--- src/design/cps_pkg.sv ---
`timescale 1ns / 1ps
// cps_pkg: shared types, constants and helpers of the credit priority scheduler
// depends on nothing; used by every other file of the block

package cps_pkg;

    // sizing
    localparam int MAX_PROCS    = 32;
    localparam int CREDIT_WIDTH = 16;

    localparam int ID_W    = 6;
    localparam int PRIO_W  = 6;
    localparam int CFG_W   = 8;
    localparam int PROD_W  = PRIO_W + CFG_W;
    localparam int WIDE_W  = ((CREDIT_WIDTH > PROD_W) ? CREDIT_WIDTH : PROD_W) + 1;
    localparam int CNT_W   = $clog2(MAX_PROCS + 1);

    // fixed widths of the result fields
    localparam int OUT_ID_W   = 5;
    localparam int OUT_CR_W   = 16;
    localparam int OUT_EV_W   = 3;
    localparam int OUT_LIVE_W = 6;

    localparam logic [WIDE_W-1:0] CREDIT_MAX =
        {{(WIDE_W - CREDIT_WIDTH){1'b0}}, {CREDIT_WIDTH{1'b1}}};

    // configuration register indexes and reset values
    localparam int CFG_IDX_W = 2;
    localparam logic [CFG_IDX_W-1:0] CFG_CREDIT_FACTOR  = 2'd0;
    localparam logic [CFG_IDX_W-1:0] CFG_KEYBOARD_BONUS = 2'd1;
    localparam logic [CFG_IDX_W-1:0] CFG_NETWORK_BONUS  = 2'd2;
    localparam logic [CFG_IDX_W-1:0] CFG_DISK_BONUS     = 2'd3;

    localparam logic [CFG_W-1:0] RST_CREDIT_FACTOR  = 8'd20;
    localparam logic [CFG_W-1:0] RST_KEYBOARD_BONUS = 8'd100;
    localparam logic [CFG_W-1:0] RST_NETWORK_BONUS  = 8'd70;
    localparam logic [CFG_W-1:0] RST_DISK_BONUS     = 8'd20;

    // opcodes
    localparam logic OP_LOAD = 1'b0;
    localparam logic OP_STEP = 1'b1;

    // step outcomes
    localparam logic [2:0] OC_TERMINATE = 3'd0;
    localparam logic [2:0] OC_YIELD     = 3'd1;
    localparam logic [2:0] OC_KEYBOARD  = 3'd2;
    localparam logic [2:0] OC_NETWORK   = 3'd3;
    localparam logic [2:0] OC_DISK      = 3'd4;

    typedef enum logic [OUT_EV_W-1:0] {
        EV_LOADED        = 3'd0,
        EV_IO            = 3'd1,
        EV_TERMINATED    = 3'd2,
        EV_REQUEUED      = 3'd3,
        EV_OUT_OF_CREDIT = 3'd4,
        EV_IDLE          = 3'd5,
        EV_FULL          = 3'd6
    } event_t;

    typedef enum logic [1:0] {
        ST_IDLE,
        ST_DECIDE,
        ST_RUN,
        ST_INSERT
    } state_t;

    typedef enum logic [1:0] {
        CHAIN_HOLD,
        CHAIN_INSERT,
        CHAIN_POP,
        CHAIN_RECHARGE
    } chain_op_t;

    typedef struct packed {
        logic [ID_W-1:0]         id;
        logic [PRIO_W-1:0]       prio;
        logic [CREDIT_WIDTH-1:0] credits;
    } task_entry_t;

    // command broadcast from the sequencer to every cell of the row
    typedef struct packed {
        chain_op_t   op;
        task_entry_t entry;
        logic [CFG_W-1:0] factor;
    } chain_cmd_t;

    function automatic logic [CREDIT_WIDTH-1:0] sat_credit(input logic [WIDE_W-1:0] v);
        logic [CREDIT_WIDTH-1:0] r;
        if (v > CREDIT_MAX)
            r = {CREDIT_WIDTH{1'b1}};
        else
            r = v[CREDIT_WIDTH-1:0];
        return r;
    endfunction

    function automatic logic [OUT_CR_W-1:0] to_out_credits(
        input logic [CREDIT_WIDTH-1:0] c);
        logic [CREDIT_WIDTH+OUT_CR_W-1:0] t;
        t = {{OUT_CR_W{1'b0}}, c};
        return t[OUT_CR_W-1:0];
    endfunction

    function automatic logic [OUT_LIVE_W-1:0] to_out_live(input logic [CNT_W-1:0] n);
        logic [CNT_W+OUT_LIVE_W-1:0] t;
        t = {{OUT_LIVE_W{1'b0}}, n};
        return t[OUT_LIVE_W-1:0];
    endfunction

endpackage

--- src/design/cps_cell.sv ---
`timescale 1ns / 1ps
// cps_cell: one slot of the sorted task row
// depends on cps_pkg; instantiated in a row by the top level

module cps_cell
    import cps_pkg::*;
(
    input  logic        clk,
    input  chain_cmd_t  cmd,
    input  logic        occupied,
    input  logic        left_go,
    input  task_entry_t left_entry,
    input  task_entry_t right_entry,
    output logic        go,
    output task_entry_t entry
);

    task_entry_t      entry_reg;
    task_entry_t      entry_next;
    logic [PROD_W-1:0] recharge_prod;

    // new item lands in the first slot that is free or holds fewer credits,
    // every slot behind it shifts one place right
    assign go    = left_go || !(occupied && (entry_reg.credits >= cmd.entry.credits));
    assign entry = entry_reg;

    assign recharge_prod = entry_reg.prio * cmd.factor;

    always_comb
    begin
        entry_next = entry_reg;
        unique case (cmd.op)
            CHAIN_INSERT:
            begin
                if (left_go)
                    entry_next = left_entry;
                else if (go)
                    entry_next = cmd.entry;
            end
            CHAIN_POP:
                entry_next = right_entry;
            CHAIN_RECHARGE:
                entry_next.credits = sat_credit(WIDE_W'(recharge_prod));
            CHAIN_HOLD:
                entry_next = entry_reg;
        endcase
    end

    always_ff @(posedge clk)
    begin
        entry_reg <= entry_next;
    end

endmodule

--- config.mk ---
export PLATFORM = sky130hd
export DESIGN_NAME = cps_cell
export DESIGN_NICKNAME = d
export VERILOG_FILES = /design/src/design/cps_pkg.sv /design/src/design/cps_cell.sv
export SDC_FILE = /design/constraint.sdc
export NUM_CORES = 1
export LEC_CHECK = 0
export ABC_CLOCK_PERIOD_IN_PS = 3750
export BUFFER_PORTS_ARGS = -buffer_cell sky130_fd_sc_hd__buf_2
export CORE_MARGIN = 3
export CORE_UTILIZATION = 44
export DETAILED_ROUTE_END_ITERATION = 8
export GPL_TIMING_DRIVEN = 0
export PLACE_DENSITY_LB_ADDON = 0.3
export SYNTH_ARGS = -nofsm -noshare
export SYNTH_HDL_FRONTEND = slang
export SYNTH_SLANG_ARGS = --single-unit
--- constraint.sdc ---
create_clock -name clk -period 3.75 [get_ports clk]
set_input_delay 0.1875 -clock clk [delete_from_list [all_inputs] [get_ports clk]]
set_output_delay 0.1875 -clock clk [all_outputs]
set_load 0.02 [all_outputs]
==> impl_metrics.csv, run 1 <==
group,metric,value,unit
layout,area_delta_synth_final,31.5,%
yosys,synth_cell_types,45,
clocking,h-tree-depth,1,
layout,layout.cells.most_common,"buf_2",
placement,numPortBuffers,123,
detailed_routing,wl_per_cell,15.0,um
pwr,total_power,1.86,mW
layout,drive_above_1_share,34.5,%
placement,gp_congestion,0.822,
setup_path,reg2regPathDepth,13,
pwr,power_density,402,nW/um^2
yosys,synth_edf_count,28,
clocking,cts_sinks,28,
yosys,ys_seq_area_share,24.0,%
setup_path,required,3.87,ns
sta,worst_hold_slack,0.172,ns
setup_path,critPathArrivalTime,3.93,ns
yosys,syn-num-nets,551,
min_path,hold_path_startpoint,"right_entry[27]",
clocking,clockBufferDepth,2,
layout,final_cell_mix,"buf_2 (131), inv_1 (58), nand2_1 (39)",
yosys,synth_flop_cell,"edfxtp_1",
setup_path,crit_fanout,5,
floorplanning,io_pins,126,
sta,finalSetupTns,-0.0826,ns
min_path,hold_path_end,"entry[27]",
flow_run,maxCapViolCount,0,
clocking,clk_latency,0.28,ns
layout,final_net_count,698,
global_route,grt_start_max_net_pins,17,
layout,diodes,0,
floorplanning,fp.dieW,95.3,um
setup_path,r2r_start,"entry[16]",
clocking,cts_tree,"built",
sta,rsz0062_at_grt,"yes",
yosys,ys_warn_count,0,
detailed_routing,viasPerCell,5.27,
sta,relSlewSlack,55.5,%
sta,maxSlewViolCount,0,
setup_path,end_kind,"register",
min_path,min_path_type,"input pin to register",
detailed_routing,drtAntennaViolNets,0,
detailed_routing,drtIter0Drc,150,
sta,worstMarginPinSlew,0.667,ns
outcome,violations,"setup timing",
floorplanning,coreArea,7490,um^2
floorplanning,die-area,9080,um^2
sta,setup_violations,2,
sta,finalCritPeriodShare,102,%
min_path,hold_depth,3,
yosys,ys_seq_elements,28,
sta,fmax,262,MHz
placement,dp_cells,613,
pwr,leakagePower,2.33,nW
yosys,ys_async_sr_fraction,0,%
sta,clock_skew,0.00574,ns
outcome,outcome,"finished, violations left",
pwr,irDropWorstVdd,0.253,mV
sta,fin_ws,-0.0598,ns
setup_path,r2r_end,"entry[11]",
floorplanning,initial_core_util,46.9,%
clocking,cts_buffers,3,
setup_path,reg2reg_slack,-0.06,ns
setup_path,crit_type,"register to register",
detailed_routing,finalWirelength,9.56,mm
global_route,grt_pass1_wl,15.4,mm
yosys,syn_area,3510,um^2
floorplanning,num_rows,31,
floorplanning,die_y,95.3,um
global_route,track_usage,21.5,%
detailed_routing,drcViolationCount,0,
layout,instances_no_fill,636,
global_route,antenna_found_initial,0,
clocking,cts_root_buffer,"clkbuf_8",
global_route,grt_pass1_vias,3321,
layout,largest_register_ffs,28,
detailed_routing,drtPass1Iterations,4,
yosys,synth_area_per_cell,8.97,um^2
sta,finalHoldViolCount,0,
yosys,syn_inst,391,
clocking,path_clk_slew,0.11,ns
detailed_routing,vias,3352,
global_route,grt_overflow_total,0,
placement,dpl.hpwl,7.61,mm
sta,min_period,3.81,ns
setup_path,cp-start-kind,"register",
[worst max path at each step]
stage	from	end	slack, ns	cells after the start
after detailed placement	entry[17]	entry[8]	-0.20	12
after global routing	entry[16]	entry[11]	-0.13	13
final	entry[16]	entry[11]	-0.06	13
after CTS	entry[20]	entry[13]	0.003	12
after floorplan	entry[18]	entry[11]	0.004	12
after global placement	entry[18]	entry[8]	-0.11	12
[per-stage QoR]
step	setup WS [ns]	cell area [um^2]	utilization [%]
final	-0.0598	4610	61.6
after global routing	-0.134	4610	61.6
after CTS	0.00270	4480	59.9
after detailed placement	-0.196	4250	56.8
after global placement	-0.113	4250	56.8
after floorplan	0.00447	3510	-
[metal layers]
layer | part of all wire, % | GRT usage (%)
met1 | 41 | 27.5
met3 | 7.2 | 3.31
met4 | 0.44 | 3.25
met5 | 0 | 0
met2 | 51 | 38.7
[Yosys cell counts, types with 2 or more instances]
cell       count  area (um^2)
nor3_1         4         20.0
and2_1        36          225
a21o_1         5         37.5
nor2_1        20         75.1
nand3_1        2         10.0
a31oi_1        2         12.5
mux2i_1       23          230
nand2_1       39          146
o21ai_1        4         20.0
ha_1          38          475
o21bai_1       2         15.0
a211oi_2       3         37.5
a211oi_1      12         90.1
edfxtp_1      28          841
o2111ai_1      2         17.5
o21ai_0       20          100
a211o_1        2         17.5
and3_1         2         12.5
inv_1         59          221
fa_1          25          500
o21a_1         3         22.5
a21oi_1       25          125
nor2b_1        3         18.8
buf_2          8         40.0
clkbuf_1       4         15.0
[where the power goes]
part	switching (mW)	internal [mW]	leakage, nW	total (mW)
logic	0.638	0.542	2.01	1.18
clock network	0.103	0.143	0.0357	0.246
registers	0.0291	0.402	0.281	0.431
[worst max-delay path: stages (launching register included)]
cell and delay (ns):
edfxtp_1 0.52, and2_4 0.20, fa_1 0.54, inv_1 0.05, fa_1 0.46, fa_1 0.53
inv_2 0.05, ha_4 0.25, a211oi_4 0.28, buf_4 0.16, o21ai_2 0.05, o2111ai_2 0.08
mux2_4 0.32, o221ai_2 0.15
[area by class of cell]
class	count	area, um^2
Buffer	13	66.3
Clock buffer	3	41.3
Clock inverter	1	30.0
Fill cell	653	2870
Inverter	60	225
Multi-Input combinational cell	290	2520
Sequential cell	28	841
Tap cell	99	124
Timing Repair Buffer	142	769
[timing repair]
item | in CTS | in global routing
hold buffers | 0 | 0
buffers inserted | 14 | 6
gates cloned | 0 | 0
pin swaps | 10 | 19
endpoints found under the hold margin | 0 | 0
setup endpoints to repair | 7 | 7
gates resized for setup | 10 | 18
[cells by family (layout without fill, tap and decap cells)]
family,Yosys count,after routing,synth area share [%]
AND/OR/NAND/NOR,110,110,15.4
AO/OA/AOI/OAI,92,92,17.3
buffers and inverters,73,219,8.31
adder cells (fa/ha/maj),63,63,27.8
flip-flops,28,28,24.0
multiplexers,24,24,6.99
XOR/XNOR,1,1,0.250
Note: power is estimated with default switching activity, not from simulation.
==> run 2, diff against run 1 <==
--- a/config.mk
+++ b/config.mk
@@ -5,13 +5,14 @@
 export SDC_FILE = /design/constraint.sdc
 export NUM_CORES = 1
 export LEC_CHECK = 0
-export ABC_CLOCK_PERIOD_IN_PS = 3750
 export BUFFER_PORTS_ARGS = -buffer_cell sky130_fd_sc_hd__buf_2
+export CAP_MARGIN = 20
 export CORE_MARGIN = 3
 export CORE_UTILIZATION = 44
 export DETAILED_ROUTE_END_ITERATION = 8
 export GPL_TIMING_DRIVEN = 0
 export PLACE_DENSITY_LB_ADDON = 0.3
+export SKIP_LAST_GASP = 1
 export SYNTH_ARGS = -nofsm -noshare
 export SYNTH_HDL_FRONTEND = slang
 export SYNTH_SLANG_ARGS = --single-unit
==> run 2 against run 1 <==
Effect of this change:
- the run still ends with setup timing left
- sequential cell count did not move
- core utilization did not move
- worst hold slack barely moved
- clock power barely moved
- wire length barely moved
- first-iteration DRC count rose by 0.67%
- final cell count did not move
- fmax fell by 0.37%
- global-route usage did not move
- critical path depth did not move
- combinational power barely moved
- sequential power barely moved
- critical path type unchanged
==> impl_metrics.csv, run 2 (synthesis results as in run 1) <==
group,metric,value,unit
floorplanning,die-area,9080,um^2
setup_path,required,3.87,ns
flow_run,maxCapViolCount,0,
global_route,antenna_found_initial,0,
sta,finalSetupTns,-0.106,ns
min_path,hold_path_startpoint,"right_entry[27]",
clocking,h-tree-depth,1,
sta,relSlewSlack,55.5,%
sta,worst_hold_slack,0.171,ns
floorplanning,num_rows,31,
detailed_routing,vias,3343,
sta,finalCritPeriodShare,102,%
floorplanning,fp.dieW,95.3,um
clocking,cts_root_buffer,"clkbuf_8",
sta,min_period,3.82,ns
clocking,clk_latency,0.28,ns
sta,maxSlewViolCount,0,
layout,final_cell_mix,"buf_2 (131), inv_1 (58), nand2_1 (39)",
floorplanning,io_pins,126,
min_path,min_path_type,"input pin to register",
detailed_routing,drtAntennaViolNets,0,
layout,fillCellCount,653,
layout,largest_register_ffs,28,
setup_path,r2r_start,"entry[16]",
detailed_routing,viasPerCell,5.26,
clocking,cts_tree,"built",
layout,multi_input_area,2520,um^2
outcome,outcome,"finished, violations left",
min_path,hold_depth,3,
global_route,grt_start_max_net_pins,17,
setup_path,cp-start-kind,"register",
setup_path,critPathArrivalTime,3.95,ns
sta,worstMarginPinSlew,0.667,ns
clocking,cts_hold_buf,0,
setup_path,cp_slowest_stage_delay,0.54,ns
sta,fin_ws,-0.0740,ns
sta,setup_violations,3,
floorplanning,coreArea,7490,um^2
pwr,leakagePower,2.33,nW
clocking,clockBufferDepth,2,
pwr,total_power,1.86,mW
global_route,grt_pass1_vias,3321,
outcome,violations,"setup timing",
placement,pre_cts_ws,-0.196,ns
setup_path,r2r_end,"entry[11]",
detailed_routing,drcViolationCount,0,
layout,final_net_count,698,
sta,finalHoldViolCount,0,
detailed_routing,drtIter0Drc,151,
sta,clock_skew,0.00572,ns
layout,area_delta_synth_final,31.5,%
setup_path,path_buf_inv,3,
layout,layout.cells.most_common,"buf_2",
sta,rsz0062_at_grt,"yes",
layout,area.sequential,841,um^2
setup_path,crit_path_top_delay_cell,"fa_1",
floorplanning,die_y,95.3,um
layout,fin_area,4610,um^2
detailed_routing,finalWirelength,9.56,mm
clocking,cts_sinks,28,
min_path,hold_path_end,"entry[27]",
layout,drive_above_1_share,34.5,%
placement,gp_congestion,0.822,
global_route,grt_pass1_wl,15.4,mm
global_route,track_usage,21.5,%
clocking,path_clk_slew,0.11,ns
setup_path,reg2regPathDepth,13,
floorplanning,initial_core_util,46.9,%
pwr,power_density,402,nW/um^2
global_route,grt_overflow_total,0,
placement,dpl.hpwl,7.61,mm
setup_path,crit_type,"register to register",
sta,fmax,262,MHz
detailed_routing,wl_per_cell,15.0,um
setup_path,path_common_cell,"fa_1",
placement,placed_area,4250,um^2
placement,numPortBuffers,123,
setup_path,reg2reg_slack,-0.07,ns
setup_path,cp_cell_sequence,"and2_4 -> fa_1 -> inv_1 -> fa_1 -> fa_1 -> inv_2 -> ha_4 -> a211oi_4 -> buf_4 -> o21ai_2 -> o2111ai_2 -> mux2_4 -> o221ai_2",
setup_path,crit_fanout,5,
detailed_routing,drtPass1Iterations,4,
setup_path,cp_top_family,"adder cells",
clocking,cts_buffers,3,
layout,diodes,0,
pwr,irDropWorstVdd,0.253,mV
setup_path,end_kind,"register",
## run 2: cell counts in the layout (fill, tap and decap cells not counted)
No cell type changed its count.
## run 2: layout make-up
class | instances | area share [%]
inverters | 60 | 4.88
repair buffers | 142 | 16.7
clock buffers | 3 | 0.895
flip-flops and latches | 28 | 18.2
clock inverters | 1 | 0.651
well taps | 99 | 2.68
plain buffers | 13 | 1.44
multi-input cells | 290 | 54.6
## run 2: how the worst max path moves through the flow
| stage | depth (start not counted) | slack [ns] | startpoint | end |
|---|---|---|---|---|
| after floorplan | 12 | 0.004 | entry[18] | entry[11] |
| after global placement | 12 | -0.11 | entry[18] | entry[8] |
| after detailed placement | 12 | -0.20 | entry[17] | entry[8] |
| after CTS | 12 | 0.003 | entry[20] | entry[13] |
| after global routing | 13 | -0.14 | entry[16] | entry[11] |
| final | 13 | -0.07 | entry[16] | entry[11] |
## run 2: metrics by stage
stage                     utilization (%)  cells
final                                61.6    636
after global routing                 61.6    636
after CTS                            59.9    630
after detailed placement             56.8    613
after global placement               56.8    613
after floorplan                         -    391
## run 2: timing repair
| item | in CTS | in global routing |
|---|---|---|
| gates resized for setup | 10 | 18 |
| endpoints found under the setup margin | 7 | 7 |
| endpoints found under the hold margin | 0 | 0 |
| buffers inserted | 14 | 6 |
| pin swaps | 10 | 18 |
## run 2: worst reg2reg max path, stage by stage (launching register included)
cell,delay (ns)
edfxtp_1,0.53
and2_4,0.20
fa_1,0.54
inv_1,0.05
fa_1,0.46
fa_1,0.53
inv_2,0.05
ha_4,0.25
a211oi_4,0.28
buf_4,0.16
o21ai_2,0.05
o2111ai_2,0.09
mux2_4,0.32
o221ai_2,0.15
## run 2: routing by layer
layer  track usage, %  vias to the layer above  part of all wire [%]
met5                0                        -                     0
met4             3.25                        0                  0.44
met3             3.31                        4                   6.8
met2             38.7                      112                    51
met1             27.5                     1601                    41
li1                 -                     1626                     -
## run 2: where the power goes
group	switching [mW]	internal, mW
sequential	0.0293	0.402
combinational	0.637	0.542
clock	0.103	0.143
total	0.770	1.09
