**config.mk**
```make
export PLATFORM = sky130hd
export DESIGN_NAME = cps_ctrl_flat
export DESIGN_NICKNAME = d
export VERILOG_FILES = /design/src/design/cps_pkg.sv /design/src/design/cps_req_if.sv /design/src/design/cps_rsp_if.sv /design/src/design/cps_ctrl.sv /design/src/flat_wrapper.sv
export SDC_FILE = /design/constraint.sdc
export NUM_CORES = 1
export LEC_CHECK = 0
export ABC_CLOCK_PERIOD_IN_PS = 10500
export BUFFER_PORTS_ARGS = -buffer_cell sky130_fd_sc_hd__buf_2
export CAP_MARGIN = 15
export CORE_ASPECT_RATIO = 1.75
export CORE_MARGIN = 8
export CORE_UTILIZATION = 59
export CTS_BUF_LIST = sky130_fd_sc_hd__clkbuf_4 sky130_fd_sc_hd__clkbuf_8 sky130_fd_sc_hd__clkbuf_16
export CTS_CLUSTER_DIAMETER = 50
export DETAILED_ROUTE_END_ITERATION = 10
export PLACE_DENSITY = 0.78
export RECOVER_POWER = 25
export SLEW_MARGIN = 20
export SYNTH_ARGS = -nofsm -noshare
export SYNTH_HDL_FRONTEND = slang
export SYNTH_SLANG_ARGS = --single-unit
```
**constraint.sdc**
```tcl
create_clock -name clk -period 10.5 [get_ports clk]
set_clock_uncertainty 0.15 [all_clocks]
set_input_delay 2.1 -clock clk [delete_from_list [all_inputs] [get_ports clk]]
set_output_delay 2.1 -clock clk [all_outputs]
set_load 0.005 [all_outputs]
```
**src/design/cps_pkg.sv**
```systemverilog
`timescale 1ns / 1ps
// cps_pkg: shared types, constants and helpers of the credit priority scheduler
// depends on nothing; used by every other file of the block

package cps_pkg;

    // sizing
    localparam int MAX_PROCS    = 32;
    localparam int CREDIT_WIDTH = 16;

    localparam int ID_W    = 6;
    localparam int PRIO_W  = 6;
    localparam int CFG_W   = 8;
    localparam int PROD_W  = PRIO_W + CFG_W;
    localparam int WIDE_W  = ((CREDIT_WIDTH > PROD_W) ? CREDIT_WIDTH : PROD_W) + 1;
    localparam int CNT_W   = $clog2(MAX_PROCS + 1);

    // fixed widths of the result fields
    localparam int OUT_ID_W   = 5;
    localparam int OUT_CR_W   = 16;
    localparam int OUT_EV_W   = 3;
    localparam int OUT_LIVE_W = 6;

    localparam logic [WIDE_W-1:0] CREDIT_MAX =
        {{(WIDE_W - CREDIT_WIDTH){1'b0}}, {CREDIT_WIDTH{1'b1}}};

    // configuration register indexes and reset values
    localparam int CFG_IDX_W = 2;
    localparam logic [CFG_IDX_W-1:0] CFG_CREDIT_FACTOR  = 2'd0;
    localparam logic [CFG_IDX_W-1:0] CFG_KEYBOARD_BONUS = 2'd1;
    localparam logic [CFG_IDX_W-1:0] CFG_NETWORK_BONUS  = 2'd2;
    localparam logic [CFG_IDX_W-1:0] CFG_DISK_BONUS     = 2'd3;

    localparam logic [CFG_W-1:0] RST_CREDIT_FACTOR  = 8'd20;
    localparam logic [CFG_W-1:0] RST_KEYBOARD_BONUS = 8'd100;
    localparam logic [CFG_W-1:0] RST_NETWORK_BONUS  = 8'd70;
    localparam logic [CFG_W-1:0] RST_DISK_BONUS     = 8'd20;

    // opcodes
    localparam logic OP_LOAD = 1'b0;
    localparam logic OP_STEP = 1'b1;

    // step outcomes
    localparam logic [2:0] OC_TERMINATE = 3'd0;
    localparam logic [2:0] OC_YIELD     = 3'd1;
    localparam logic [2:0] OC_KEYBOARD  = 3'd2;
    localparam logic [2:0] OC_NETWORK   = 3'd3;
    localparam logic [2:0] OC_DISK      = 3'd4;

    typedef enum logic [OUT_EV_W-1:0] {
        EV_LOADED        = 3'd0,
        EV_IO            = 3'd1,
        EV_TERMINATED    = 3'd2,
        EV_REQUEUED      = 3'd3,
        EV_OUT_OF_CREDIT = 3'd4,
        EV_IDLE          = 3'd5,
        EV_FULL          = 3'd6
    } event_t;

    typedef enum logic [1:0] {
        ST_IDLE,
        ST_DECIDE,
        ST_RUN,
        ST_INSERT
    } state_t;

    typedef enum logic [1:0] {
        CHAIN_HOLD,
        CHAIN_INSERT,
        CHAIN_POP,
        CHAIN_RECHARGE
    } chain_op_t;

    typedef struct packed {
        logic [ID_W-1:0]         id;
        logic [PRIO_W-1:0]       prio;
        logic [CREDIT_WIDTH-1:0] credits;
    } task_entry_t;

    // command broadcast from the sequencer to every cell of the row
    typedef struct packed {
        chain_op_t   op;
        task_entry_t entry;
        logic [CFG_W-1:0] factor;
    } chain_cmd_t;

    function automatic logic [CREDIT_WIDTH-1:0] sat_credit(input logic [WIDE_W-1:0] v);
        logic [CREDIT_WIDTH-1:0] r;
        if (v > CREDIT_MAX)
            r = {CREDIT_WIDTH{1'b1}};
        else
            r = v[CREDIT_WIDTH-1:0];
        return r;
    endfunction

    function automatic logic [OUT_CR_W-1:0] to_out_credits(
        input logic [CREDIT_WIDTH-1:0] c);
        logic [CREDIT_WIDTH+OUT_CR_W-1:0] t;
        t = {{OUT_CR_W{1'b0}}, c};
        return t[OUT_CR_W-1:0];
    endfunction

    function automatic logic [OUT_LIVE_W-1:0] to_out_live(input logic [CNT_W-1:0] n);
        logic [CNT_W+OUT_LIVE_W-1:0] t;
        t = {{OUT_LIVE_W{1'b0}}, n};
        return t[OUT_LIVE_W-1:0];
    endfunction

endpackage

```
**src/design/cps_req_if.sv**
```systemverilog
`timescale 1ns / 1ps
// cps_req_if: request channel carrying one scheduler item
// depends on cps_pkg

interface cps_req_if
    import cps_pkg::*;
();
    logic              valid;
    logic              ready;
    logic              opcode;
    logic [PRIO_W-1:0] task_priority;
    logic [2:0]        outcome;

    modport source (output valid, output opcode, output task_priority, output outcome,
                    input ready);
    modport sink   (input valid, input opcode, input task_priority, input outcome,
                    output ready);
endinterface

```
**src/design/cps_rsp_if.sv**
```systemverilog
`timescale 1ns / 1ps
// cps_rsp_if: response channel carrying one scheduler result
// depends on cps_pkg

interface cps_rsp_if
    import cps_pkg::*;
();
    logic                  valid;
    logic                  ready;
    logic [OUT_ID_W-1:0]   task_id;
    logic [OUT_CR_W-1:0]   task_credits;
    logic [OUT_EV_W-1:0]   event_res;
    logic [OUT_LIVE_W-1:0] live_tasks;

    modport source (output valid, output task_id, output task_credits,
                    output event_res, output live_tasks, input ready);
    modport sink   (input valid, input task_id, input task_credits,
                    input event_res, input live_tasks, output ready);
endinterface

```
**src/design/cps_ctrl.sv**
```systemverilog
`timescale 1ns / 1ps
// cps_ctrl: item sequencer, running task, counters, config registers and result register
// depends on cps_pkg, cps_req_if, cps_rsp_if; drives the cell row through chain_cmd_t

module cps_ctrl
    import cps_pkg::*;
(
    input  logic                 clk,
    input  logic                 rst_n,
    cps_req_if.sink              req,
    cps_rsp_if.source            rsp,
    input  logic                 cfg_we,
    input  logic [CFG_IDX_W-1:0] cfg_index,
    input  logic [CFG_W-1:0]     cfg_wdata,
    input  task_entry_t          head,
    input  logic                 any_credit,
    output chain_cmd_t           cmd,
    output logic [CNT_W-1:0]     count
);

    state_t            state_reg, state_next;
    logic              op_reg;
    logic [PRIO_W-1:0] prio_reg;
    logic [2:0]        outcome_reg;

    logic              run_valid_reg, run_valid_next;
    task_entry_t       run_reg, run_next;
    logic [CNT_W-1:0]  count_reg, count_next;
    logic [ID_W-1:0]   next_id_reg, next_id_next;
    task_entry_t       ins_reg, ins_next;
    event_t            ev_reg, ev_next;

    logic [CFG_W-1:0]  credit_factor_reg;
    logic [CFG_W-1:0]  keyboard_bonus_reg;
    logic [CFG_W-1:0]  network_bonus_reg;
    logic [CFG_W-1:0]  disk_bonus_reg;

    logic                  out_valid_reg, out_valid_next;
    logic [OUT_ID_W-1:0]   out_id_reg, out_id_next;
    logic [OUT_CR_W-1:0]   out_cr_reg, out_cr_next;
    event_t                out_ev_reg, out_ev_next;
    logic [OUT_LIVE_W-1:0] out_live_reg, out_live_next;

    logic              emit_ok;
    logic              emit;
    logic [PRIO_W-1:0] mul_a;
    logic [CFG_W-1:0]  mul_b;
    logic [CFG_W-1:0]  bonus_sel;
    logic [PROD_W-1:0] prod;
    logic [CNT_W-1:0]  live_now;
    logic [CREDIT_WIDTH-1:0] dec_credits;
    logic [CREDIT_WIDTH-1:0] sat_prod;
    logic [CREDIT_WIDTH-1:0] io_credits;
    logic              no_credit_left;

    assign req.ready        = (state_reg == ST_IDLE);
    assign rsp.valid        = out_valid_reg;
    assign rsp.task_id      = out_id_reg;
    assign rsp.task_credits = out_cr_reg;
    assign rsp.event_res    = out_ev_reg;
    assign rsp.live_tasks   = out_live_reg;
    assign count            = count_reg;

    assign emit_ok  = !out_valid_reg || rsp.ready;
    assign live_now = count_reg + CNT_W'(run_valid_reg);

    // shared multiplier: load credits, recharge of the running task, i/o bonus
    always_comb
    begin
        case (outcome_reg)
            OC_KEYBOARD: bonus_sel = keyboard_bonus_reg;
            OC_NETWORK:  bonus_sel = network_bonus_reg;
            default:     bonus_sel = disk_bonus_reg;
        endcase
    end

    assign mul_a = (state_reg == ST_DECIDE) ? prio_reg : run_reg.prio;
    assign mul_b = ((state_reg == ST_DECIDE) || (run_reg.credits == '0))
                   ? credit_factor_reg : bonus_sel;
    assign prod  = mul_a * mul_b;

    assign sat_prod       = sat_credit(WIDE_W'(prod));
    assign dec_credits    = run_reg.credits - CREDIT_WIDTH'(1);
    assign io_credits     = sat_credit(WIDE_W'(dec_credits) + WIDE_W'(prod));
    // a recharge leaves the row out of order, so every queued slot is checked
    assign no_credit_left = !any_credit;

    always_comb
    begin
        state_next     = state_reg;
        run_valid_next = run_valid_reg;
        run_next       = run_reg;
        count_next     = count_reg;
        next_id_next   = next_id_reg;
        ins_next       = ins_reg;
        ev_next        = ev_reg;
        emit           = 1'b0;
        out_id_next    = '0;
        out_cr_next    = '0;
        out_ev_next    = EV_IDLE;

        cmd.op     = CHAIN_HOLD;
        cmd.entry  = ins_reg;
        cmd.factor = credit_factor_reg;

        unique case (state_reg)
            ST_IDLE:
            begin
                if (req.valid)
                    state_next = ST_DECIDE;
            end
            ST_DECIDE:
            begin
                if (emit_ok)
                begin
                    if (op_reg == OP_LOAD)
                    begin
                        if (live_now >= CNT_W'(MAX_PROCS))
                        begin
                            emit        = 1'b1;
                            out_ev_next = EV_FULL;
                            state_next  = ST_IDLE;
                        end
                        else
                        begin
                            ins_next     = '{id: next_id_reg, prio: prio_reg,
                                             credits: sat_prod};
                            next_id_next = next_id_reg + ID_W'(1);
                            ev_next      = EV_LOADED;
                            state_next   = ST_INSERT;
                        end
                    end
                    else if (!run_valid_reg)
                    begin
                        if (count_reg == '0)
                        begin
                            emit        = 1'b1;
                            out_ev_next = EV_IDLE;
                            state_next  = ST_IDLE;
                        end
                        else
                        begin
                            run_next       = head;
                            run_valid_next = 1'b1;
                            count_next     = count_reg - CNT_W'(1);
                            cmd.op         = CHAIN_POP;
                            state_next     = ST_RUN;
                        end
                    end
                    else
                    begin
                        state_next = ST_RUN;
                    end
                end
            end
            ST_RUN:
            begin
                if (emit_ok)
                begin
                    if (run_reg.credits == '0)
                    begin
                        ins_next = run_reg;
                        if (no_credit_left)
                        begin
                            ins_next.credits = sat_prod;
                            cmd.op           = CHAIN_RECHARGE;
                        end
                        run_valid_next = 1'b0;
                        ev_next        = EV_OUT_OF_CREDIT;
                        state_next     = ST_INSERT;
                    end
                    else
                    begin
                        case (outcome_reg) inside
                            OC_KEYBOARD, OC_NETWORK, OC_DISK:
                            begin
                                run_next.credits = io_credits;
                                emit             = 1'b1;
                                out_id_next      = run_reg.id[OUT_ID_W-1:0];
                                out_cr_next      = to_out_credits(io_credits);
                                out_ev_next      = EV_IO;
                                state_next       = ST_IDLE;
                            end
                            OC_TERMINATE:
                            begin
                                run_valid_next = 1'b0;
                                emit           = 1'b1;
                                out_id_next    = run_reg.id[OUT_ID_W-1:0];
                                out_cr_next    = to_out_credits(dec_credits);
                                out_ev_next    = EV_TERMINATED;
                                state_next     = ST_IDLE;
                            end
                            default:
                            begin
                                // yield, and the unused outcome codes
                                ins_next         = run_reg;
                                ins_next.credits = dec_credits;
                                run_valid_next   = 1'b0;
                                ev_next          = EV_REQUEUED;
                                state_next       = ST_INSERT;
                            end
                        endcase
                    end
                end
            end
            ST_INSERT:
            begin
                if (emit_ok)
                begin
                    cmd.op      = CHAIN_INSERT;
                    count_next  = count_reg + CNT_W'(1);
                    emit        = 1'b1;
                    out_id_next = ins_reg.id[OUT_ID_W-1:0];
                    out_cr_next = to_out_credits(ins_reg.credits);
                    out_ev_next = ev_reg;
                    state_next  = ST_IDLE;
                end
            end
        endcase

        out_live_next  = to_out_live(count_next + CNT_W'(run_valid_next));
        out_valid_next = out_valid_reg && !rsp.ready;
        if (emit)
            out_valid_next = 1'b1;
    end

    always_ff @(posedge clk or negedge rst_n)
    begin
        if (!rst_n)
        begin
            state_reg     <= ST_IDLE;
            run_valid_reg <= 1'b0;
            run_reg       <= '0;
            count_reg     <= '0;
            next_id_reg   <= '0;
            out_valid_reg <= 1'b0;
        end
        else
        begin
            state_reg     <= state_next;
            run_valid_reg <= run_valid_next;
            run_reg       <= run_next;
            count_reg     <= count_next;
            next_id_reg   <= next_id_next;
            out_valid_reg <= out_valid_next;
        end
    end

    always_ff @(posedge clk)
    begin
        if (req.valid && req.ready)
        begin
            op_reg      <= req.opcode;
            prio_reg    <= req.task_priority;
            outcome_reg <= req.outcome;
        end
        ins_reg <= ins_next;
        ev_reg  <= ev_next;
        if (emit)
        begin
            out_id_reg   <= out_id_next;
            out_cr_reg   <= out_cr_next;
            out_ev_reg   <= out_ev_next;
            out_live_reg <= out_live_next;
        end
    end

    always_ff @(posedge clk or negedge rst_n)
    begin
        if (!rst_n)
        begin
            credit_factor_reg  <= RST_CREDIT_FACTOR;
            keyboard_bonus_reg <= RST_KEYBOARD_BONUS;
            network_bonus_reg  <= RST_NETWORK_BONUS;
            disk_bonus_reg     <= RST_DISK_BONUS;
        end
        else if (cfg_we)
        begin
            unique case (cfg_index)
                CFG_CREDIT_FACTOR:  credit_factor_reg  <= cfg_wdata;
                CFG_KEYBOARD_BONUS: keyboard_bonus_reg <= cfg_wdata;
                CFG_NETWORK_BONUS:  network_bonus_reg  <= cfg_wdata;
                CFG_DISK_BONUS:     disk_bonus_reg     <= cfg_wdata;
            endcase
        end
    end

`ifndef ASSERT_OFF
    a_count_bound: assert property (@(posedge clk) disable iff (!rst_n)
        count_reg <= CNT_W'(MAX_PROCS))
        else $error("queued count beyond row length");

    a_insert_room: assert property (@(posedge clk) disable iff (!rst_n)
        (state_reg == ST_INSERT) |-> (count_reg < CNT_W'(MAX_PROCS)))
        else $error("insert into a full row");

    a_run_has_task: assert property (@(posedge clk) disable iff (!rst_n)
        (state_reg == ST_RUN) |-> run_valid_reg)
        else $error("run step without a running task");

    a_accept_decides: assert property (@(posedge clk) disable iff (!rst_n)
        (req.valid && req.ready) |=> (state_reg == ST_DECIDE))
        else $error("accepted item not taken to decode");
`endif

endmodule

```
**src/flat_wrapper.sv**
```systemverilog
// flat-port wrapper written by rule: the top's interface ports become plain ports
module cps_ctrl_flat import cps_pkg::*;
  (clk, rst_n, cfg_we, cfg_index, cfg_wdata, head, any_credit, cmd, count, req_valid, req_opcode, req_task_priority, req_outcome, req_ready, rsp_valid, rsp_task_id, rsp_task_credits, rsp_event_res, rsp_live_tasks, rsp_ready);
  cps_req_if req_i ();
  cps_rsp_if rsp_i ();
  input  logic clk;
  input  logic rst_n;
  input  logic cfg_we;
  input  logic [CFG_IDX_W-1:0] cfg_index;
  input  logic [CFG_W-1:0] cfg_wdata;
  input  task_entry_t head;
  input  logic any_credit;
  output chain_cmd_t cmd;
  output logic [CNT_W-1:0] count;
  input wire logic [$bits(req_i.valid)-1:0] req_valid;
  input wire logic [$bits(req_i.opcode)-1:0] req_opcode;
  input wire logic [$bits(req_i.task_priority)-1:0] req_task_priority;
  input wire logic [$bits(req_i.outcome)-1:0] req_outcome;
  output wire logic [$bits(req_i.ready)-1:0] req_ready;
  output wire logic [$bits(rsp_i.valid)-1:0] rsp_valid;
  output wire logic [$bits(rsp_i.task_id)-1:0] rsp_task_id;
  output wire logic [$bits(rsp_i.task_credits)-1:0] rsp_task_credits;
  output wire logic [$bits(rsp_i.event_res)-1:0] rsp_event_res;
  output wire logic [$bits(rsp_i.live_tasks)-1:0] rsp_live_tasks;
  input wire logic [$bits(rsp_i.ready)-1:0] rsp_ready;
  assign req_i.valid = req_valid;
  assign req_i.opcode = req_opcode;
  assign req_i.task_priority = req_task_priority;
  assign req_i.outcome = req_outcome;
  assign req_ready = req_i.ready;
  assign rsp_valid = rsp_i.valid;
  assign rsp_task_id = rsp_i.task_id;
  assign rsp_task_credits = rsp_i.task_credits;
  assign rsp_event_res = rsp_i.event_res;
  assign rsp_live_tasks = rsp_i.live_tasks;
  assign rsp_i.ready = rsp_ready;
  cps_ctrl u_core (.clk(clk), .rst_n(rst_n), .req(req_i), .rsp(rsp_i), .cfg_we(cfg_we), .cfg_index(cfg_index), .cfg_wdata(cfg_wdata), .head(head), .any_credit(any_credit), .cmd(cmd), .count(count));
endmodule
```
==> summary.md, run 1 <==
| Metric | Value |
|---|---|
| Compound-gate portion of the synthesized area | 14.3% |
| CTS tree | done |
| Std-Cell Rows | 61 |
| Global route overflow | 0 |
| First-pass GRT wire length | 39300 um |
| Final period util | 79.8% |
| WP data required | 10670 ps |
| Largest net degree at the start of global routing | 77 |
| Slew Viols, Final | 125 |
| Worst rel slew slack | -191% |
| DR pass1 iterations | 7 |
| Slowest-stage cell, CP | o31ai_4 |
| Initial drt markers | 497 |
| Core Footprint | 15600 um2 |
| Multi-input gate area | 4960 um2 |
| Layout cells sized above 1 | 26.6% |
| Clock-pin transition on the worst setup and hold timing paths | 70 ps |
| DR vias | 7431 |
| Violated checks | capacitance limit, slew limit |
| Synth area leaders | edfxtp_1 (23%), dfrtp_1 (18%), mux2_2 (7.1%), ha_1 (6.5%), fa_1 (5.6%) |
| Min-Delay Path Class | reg2reg |
| PortBufs | 129 |
| Setup-failing EPs final | 0 |
| Setup repair after global routing missed its margin | no |
| Register area | 4020 um2 |
| Worst-path maximum fanout | 16 |
| Area added between synthesis and finish | 15.6% |
| Crit-path max cell delay | 670 ps |
| Die H | 182 um |
| Most common cell in the netlist | nor2_1 |
| Final ANT Viol Nets | 0 |
| CTS Hold Buffers Added | 0 |
| Asr flop ratio synth | 52.1% |
| Dpl hpwl | 18600 um |
| Cell Area, Synth | 9310 um2 |
| Crit path kind | reg2reg |
| Netlist cell types | 76 |
| CTS Buf Count | 17 |
| Skew-Pair Late Insertion Delay | 430 ps |
| Starting density of the core | 59.5% |
| Area share of xor/xnor cells in the synthesized design | 4.06% |
| Gr usage total | 24.5% |
| Nets | 1137 |
| Post-route DRC | 0 |
| Final Hold Viols | 0 |
| Synthesized flop and latch total | 146 |
| Routability Congestion | 0.906 |
| Placed Cells | 1178 |
| YS warnings | 0 |
| Crit end category | register |
| PostCTS Resize Cnt | 0 |
| Gate Count Post-Synth | 881 |
| Clock root buffer | clkbuf_16 |
| Filler cells | 1237 |
| Syn_nets | 1009 |
| EDFF count, synth | 70 |
| Pre-CTS setup slack | 2370 ps |
| Avg Inst Size Synth | 10.6 um2 |
| Adder-Cell Fraction of Synth Area | 12.0% |
| Die W | 111 um |
| Setup Fix Bufs, Post-CTS | 0 |
| H-tree levels | 4 |
| Clk buf depth | 2 |
| Outcome | finished, violations left |
| Worst-Margin Slew | 4370 ps |
| Avg Vias per Cell | 6.13 |
| Max cap viols | 2 |
| Commonest cells post-synth | nor2_1 (101), edfxtp_1 (70), dfrtp_1 (66) |
| Simple-gate share of the synthesized area | 13.3% |
| Cell taking the most area after synthesis | edfxtp_1 |
| Final wirelength | 25000 um |
| Initial antenna violation count | 2 |
| Io pins | 130 |
| Fin Setup TNS | 0 ps |
| Fmax | 0.119 GHz |
| Critical Path Source Type | register |
| Mean routed wirelength per cell | 20.6 um |
| CP arrival | 8550 ps |
| Non-Filler Instances | 1212 |
| Share of the synthesized area in the top cell type | 22.6% |
| Vias in the first global route | 7767 |
| Post-synth top flop | edfxtp_1 |
| Core Util, Final | 68.7% |
| Register area share after synthesis | 43.1% |
| Final min period | 8380 ps |
| Largest family of logic cells by synthesized area | compound AO/OA/AOI/OAI gates |
| Mux share of post-synthesis cell area | 9.29% |
| Die ar. | 20200 um2 |
| CTS Sinks | 146 |
| Worst setup margin | 2120 ps |
-- through the flow --
step	instance area (um2)	hold WS (ps)
6_report	10800	333
5_1_grt	10800	367
4_1_cts	10700	339
3_5_place_dp	10100	309
3_3_place_gp	10100	305
2_1_floorplan	9310	288
-- cells in the final DEF (no fill, tap or decap), types with 28 or more instances in the layout --
cell type and instances:
mux2_2 59, ha_1 48, a21oi_1 37, edfxtp_1 70, inv_1 62, dfrtp_1 66
nor2_1 101, o21ai_0 49, nand2_1 58, buf_2 127, xnor2_1 28
-- metal layers --
metal / vias up / global-route usage, % / wire length, um / part of all wire (%)
li1: 3424 / - / - / -
met1: 3625 / 24.3 / 8820 / 35
met2: 298 / 45.8 / 13600 / 54
met3: 82 / 4.04 / 1310 / 5.2
met4: 2 / 15.8 / 1270 / 5.1
met5: - / 0 / 11 / 0.044
-- logic make-up (layout without fill, tap and decap cells) --
| group | Yosys count | count (layout) |
|---|---|---|
| simple gates | 250 | 250 |
| compound gates | 201 | 201 |
| flops | 146 | 146 |
| buf+inv | 90 | 231 |
| mux | 79 | 79 |
| fa+ha+maj | 74 | 74 |
| xor+xnor | 41 | 41 |
| other cells | 0 | 1 |
-- path summary, 6_finish.rpt --
path	end	startpoint	cells after the start	slack (ps)
setup / recovery	u_core.run_reg[0]$_DFFE_PN0P_	u_core.run_reg[0]$_DFFE_PN0P_	27	2120
hold / removal	u_core.next_id_reg[5]$_DFFE_PN0P_	u_core.next_id_reg[5]$_DFFE_PN0P_	1	330
setup reg to reg	u_core.run_reg[0]$_DFFE_PN0P_	u_core.run_reg[0]$_DFFE_PN0P_	27	2120
hold reg to reg	u_core.next_id_reg[5]$_DFFE_PN0P_	u_core.next_id_reg[5]$_DFFE_PN0P_	1	330
max in group asynchronous	u_core.count[4]$_DFF_PN0_	rst_n	1	4650
min in group asynchronous	u_core.run_reg[8]$_DFFE_PN0P_	rst_n	1	3050
-- area by class of cell --
class                      count  area share [%]
sequential                   146            37.3
clock inverter                15            1.54
timing repair buffer         136            6.65
clock buffer                  17            3.95
multi-input combinational    645            46.1
inverter                      63            2.20
antenna                        1          0.0233
tap                          189            2.20
-- worst max-delay path, delay by kind of cell (launching register included) --
kind | cells | cell delay, ps
flops | 1 | 430
compound gates | 12 | 3670
fa+ha+maj | 6 | 2470
simple gates | 5 | 1040
buf+inv | 3 | 270
xor+xnor | 1 | 250
Power of run 1 is left out: the tool's default activity adds up to more than one toggle a clock period on the data nets, which glitch-free logic cannot reach.
==> inputs of run 2 (changes only) <==
- ABC_CLOCK_PERIOD_IN_PS: 10500 -> 7700
- CORE_UTILIZATION: 59 -> 53
- PLACE_DENSITY: 0.78 -> 0.73
- clock period: 10.5 -> 7.7 ns (I/O delays scaled with it)
==> run 2 against run 1 <==
  * The run still ends with capacitance limit, slew limit left
  * Non-clock buffer count increased by 28
  * Fmax increased by 13%
  * Sequential cell count unchanged
  * Count of clock-buffer cells in the layout increased by 1
  * Via count increased by 1.6%
  * Routed wire length increased by 1.9%
  * Cell count increased by 5.8%
  * Utilization decreased by 4.9 points
  * Setup slack got worse by 1900 ps
  * Critical endpoint is now u_core.rsp.task_credits[4]$_DFFE_PP_
  * Largest cell class unchanged
==> summary.md, run 2 (synthesis gave the netlist of run 1 again) <==
| Metric | Value |
|---|---|
| Outcome | finished, violations left (unchanged) |
| Clock root buffer | clkbuf_16 (unchanged) |
| Gr usage total | 23.1% (was 24.5%) |
| Initial drt markers | 345 (was 497) |
| Vias in the first global route | 7816 (was 7767) |
| First-pass GRT wire length | 39300 um (about the same) |
| Non-Filler Instances | 1282 (was 1212) |
| Global route overflow | 0 (unchanged) |
| Die W | 116 um (was 111 um) |
| DR vias | 7549 (was 7431) |
| Dpl hpwl | 19200 um (was 18600 um) |
| Final Hold Viols | 0 (unchanged) |
| Largest net degree at the start of global routing | 77 (unchanged) |
| Violated checks | capacitance limit, slew limit (unchanged) |
| WP data required | 7720 ps (was 10670 ps) |
| Mean routed wirelength per cell | 19.9 um (was 20.6 um) |
| Core Footprint | 17400 um2 (was 15600 um2) |
| Nets | 1165 (was 1137) |
| Flop-to-flop setup slack | 270 ps (was 2120 ps) |
| Area added between synthesis and finish | 19.2% (was 15.6%) |
| CTS Sinks | 146 (unchanged) |
| Clock-pin transition on the worst setup and hold timing paths | 70 ps (about the same) |
| Pre-CTS setup slack | -3.03 ps (was 2370 ps) |
| Final instance area | 11100 um2 (was 10800 um2) |
| Final min period | 7430 ps (was 8380 ps) |
| Min-Delay Path Class | reg2reg (unchanged) |
| Post-route DRC | 0 (unchanged) |
| H-tree levels | 4 (unchanged) |
| Critical Path Source Type | register (unchanged) |
| CTS tree | done (unchanged) |
| Io pins | 130 (unchanged) |
| Routability Congestion | 0.900 (was 0.906) |
| Avg Vias per Cell | 5.89 (was 6.13) |
| Commonest non-fill, non-tap cells in the layout | buf_2 (126), nor2_1 (101), edfxtp_1 (70), dfrtp_1 (65), inv_1 (61) (was buf_2 (127), nor2_1 (101), edfxtp_1 (70), dfrtp_1 (66), inv_1 (62)) |
| Final wirelength | 25500 um (was 25000 um) |
| Core Util, Final | 63.8% (was 68.7%) |
| Worst-Margin Slew | 4340 ps (was 4370 ps) |
| Slowest-stage cell, CP | fa_1 (was o31ai_4) |
| Worst setup margin | 273 ps (was 2120 ps) |
| Slew Viols, Final | 77 (was 125) |
| Layout cells sized above 1 | 29.5% (was 26.6%) |
| Setup-failing EPs final | 0 (unchanged) |
| Clk buf depth | 2 (unchanged) |
| Commonest non-fill, non-tap cell in the layout | buf_2 (unchanged) |
| CTS Hold Buffers Added | 0 (unchanged) |
| Final period util | 96.5% (was 79.8%) |
| Filler cells | 1437 (was 1237) |
| Final ANT Viol Nets | 0 (unchanged) |
| Std-Cell Rows | 64 (was 61) |
| Starting density of the core | 53.6% (was 59.5%) |
| Crit end category | register (unchanged) |
| Skew-Pair Late Insertion Delay | 430 ps (about the same) |
| Max cap viols | 1 (was 2) |
| CTS Buf Count | 17 (unchanged) |
| CP Launch Point | u_core.run_reg[6]$_DFFE_PN0P_ (was u_core.run_reg[0]$_DFFE_PN0P_) |
| PortBufs | 129 (unchanged) |
| CP endpoint | u_core.rsp.task_credits[4]$_DFFE_PP_ (was u_core.run_reg[0]$_DFFE_PN0P_) |
| Crit path kind | reg2reg (unchanged) |
| Initial antenna violation count | 1 (was 2) |
| CP arrival | 7450 ps (was 8550 ps) |
| RR Startpoint | u_core.run_reg[6]$_DFFE_PN0P_ (was u_core.run_reg[0]$_DFFE_PN0P_) |
| Die H | 191 um (was 182 um) |
| Placed Cells | 1243 (was 1178) |
| Worst-path maximum fanout | 10 (was 16) |
| Crit-path max cell delay | 550 ps (was 670 ps) |
| DR pass1 iterations | 5 (was 7) |
| Fmax | 0.135 GHz (was 0.119 GHz) |
| Placed Area | 10400 um2 (was 10100 um2) |
| Register-to-Register Path Depth | 28 (was 27) |
| Die ar. | 22200 um2 (was 20200 um2) |
| Worst rel slew slack | -189% (was -191%) |
| Reg-to-reg endpoint | u_core.rsp.task_credits[4]$_DFFE_PP_ (was u_core.run_reg[0]$_DFFE_PN0P_) |
==> run 2: repair_timing <==
action,in CTS,in global routing
resized for setup,1,18
buffers inserted,0,5
endpoints found under the hold margin,0,0
endpoints found under the setup margin,9,32
pin swaps,0,4
==> run 2: layer usage <==
metal / vias to the layer above / GRT usage (%) / share of wire (%)
met5: - / 0 / 0
met4: 0 / 15.6 / 6.1
met3: 103 / 3.54 / 4.6
met2: 262 / 43.0 / 55
met1: 3704 / 22.7 / 35
li1: 3480 / - / -
==> run 2: worst min-delay path by stage <==
stage	startpoint	end	slack [ps]	depth (start not counted)
after floorplan	u_core.next_id_reg[5]$_DFFE_PN0P_	u_core.next_id_reg[5]$_DFFE_PN0P_	290	1
after global routing	u_core.next_id_reg[5]$_DFFE_PN0P_	u_core.next_id_reg[5]$_DFFE_PN0P_	330	1
after global placement	u_core.next_id_reg[5]$_DFFE_PN0P_	u_core.next_id_reg[5]$_DFFE_PN0P_	310	1
final	u_core.next_id_reg[5]$_DFFE_PN0P_	u_core.next_id_reg[5]$_DFFE_PN0P_	320	1
after detailed placement	u_core.next_id_reg[5]$_DFFE_PN0P_	u_core.next_id_reg[5]$_DFFE_PN0P_	310	1
after CTS	u_core.next_id_reg[5]$_DFFE_PN0P_	u_core.next_id_reg[5]$_DFFE_PN0P_	320	1
==> run 2: area by class of cell <==
class / count / area, um2 / share of cell area [%]
Clock inverter: 14 / 140 / 1.26
Clock buffer: 18 / 439 / 3.96
Multi-Input combinational cell: 645 / 5030 / 45.4
Sequential cell: 146 / 4020 / 36.2
Antenna cell: 1 / 2.50 / 0.0226
Tap cell: 231 / 289 / 2.61
Inverter: 63 / 236 / 2.13
Timing Repair Buffer: 164 / 932 / 8.40
==> run 2: worst max-delay path: cells and delay by family, from the launching register on <==
family	cells	cell delay (ps)
compound gates	9	1860
simple gates	7	1510
fa+ha+maj	5	2200
xor+xnor	1	150
buf+inv	6	790
flops	1	480
==> run 2: stage by stage <==
stage | hold WS, ps | TNS (ps)
6_report | 317 | 0
5_1_grt | 334 | -4.02
4_1_cts | 320 | 0
3_5_place_dp | 309 | -3.03
3_3_place_gp | 312 | 0
2_1_floorplan | 288 | 0
Power of run 2 is left out for the same reason.
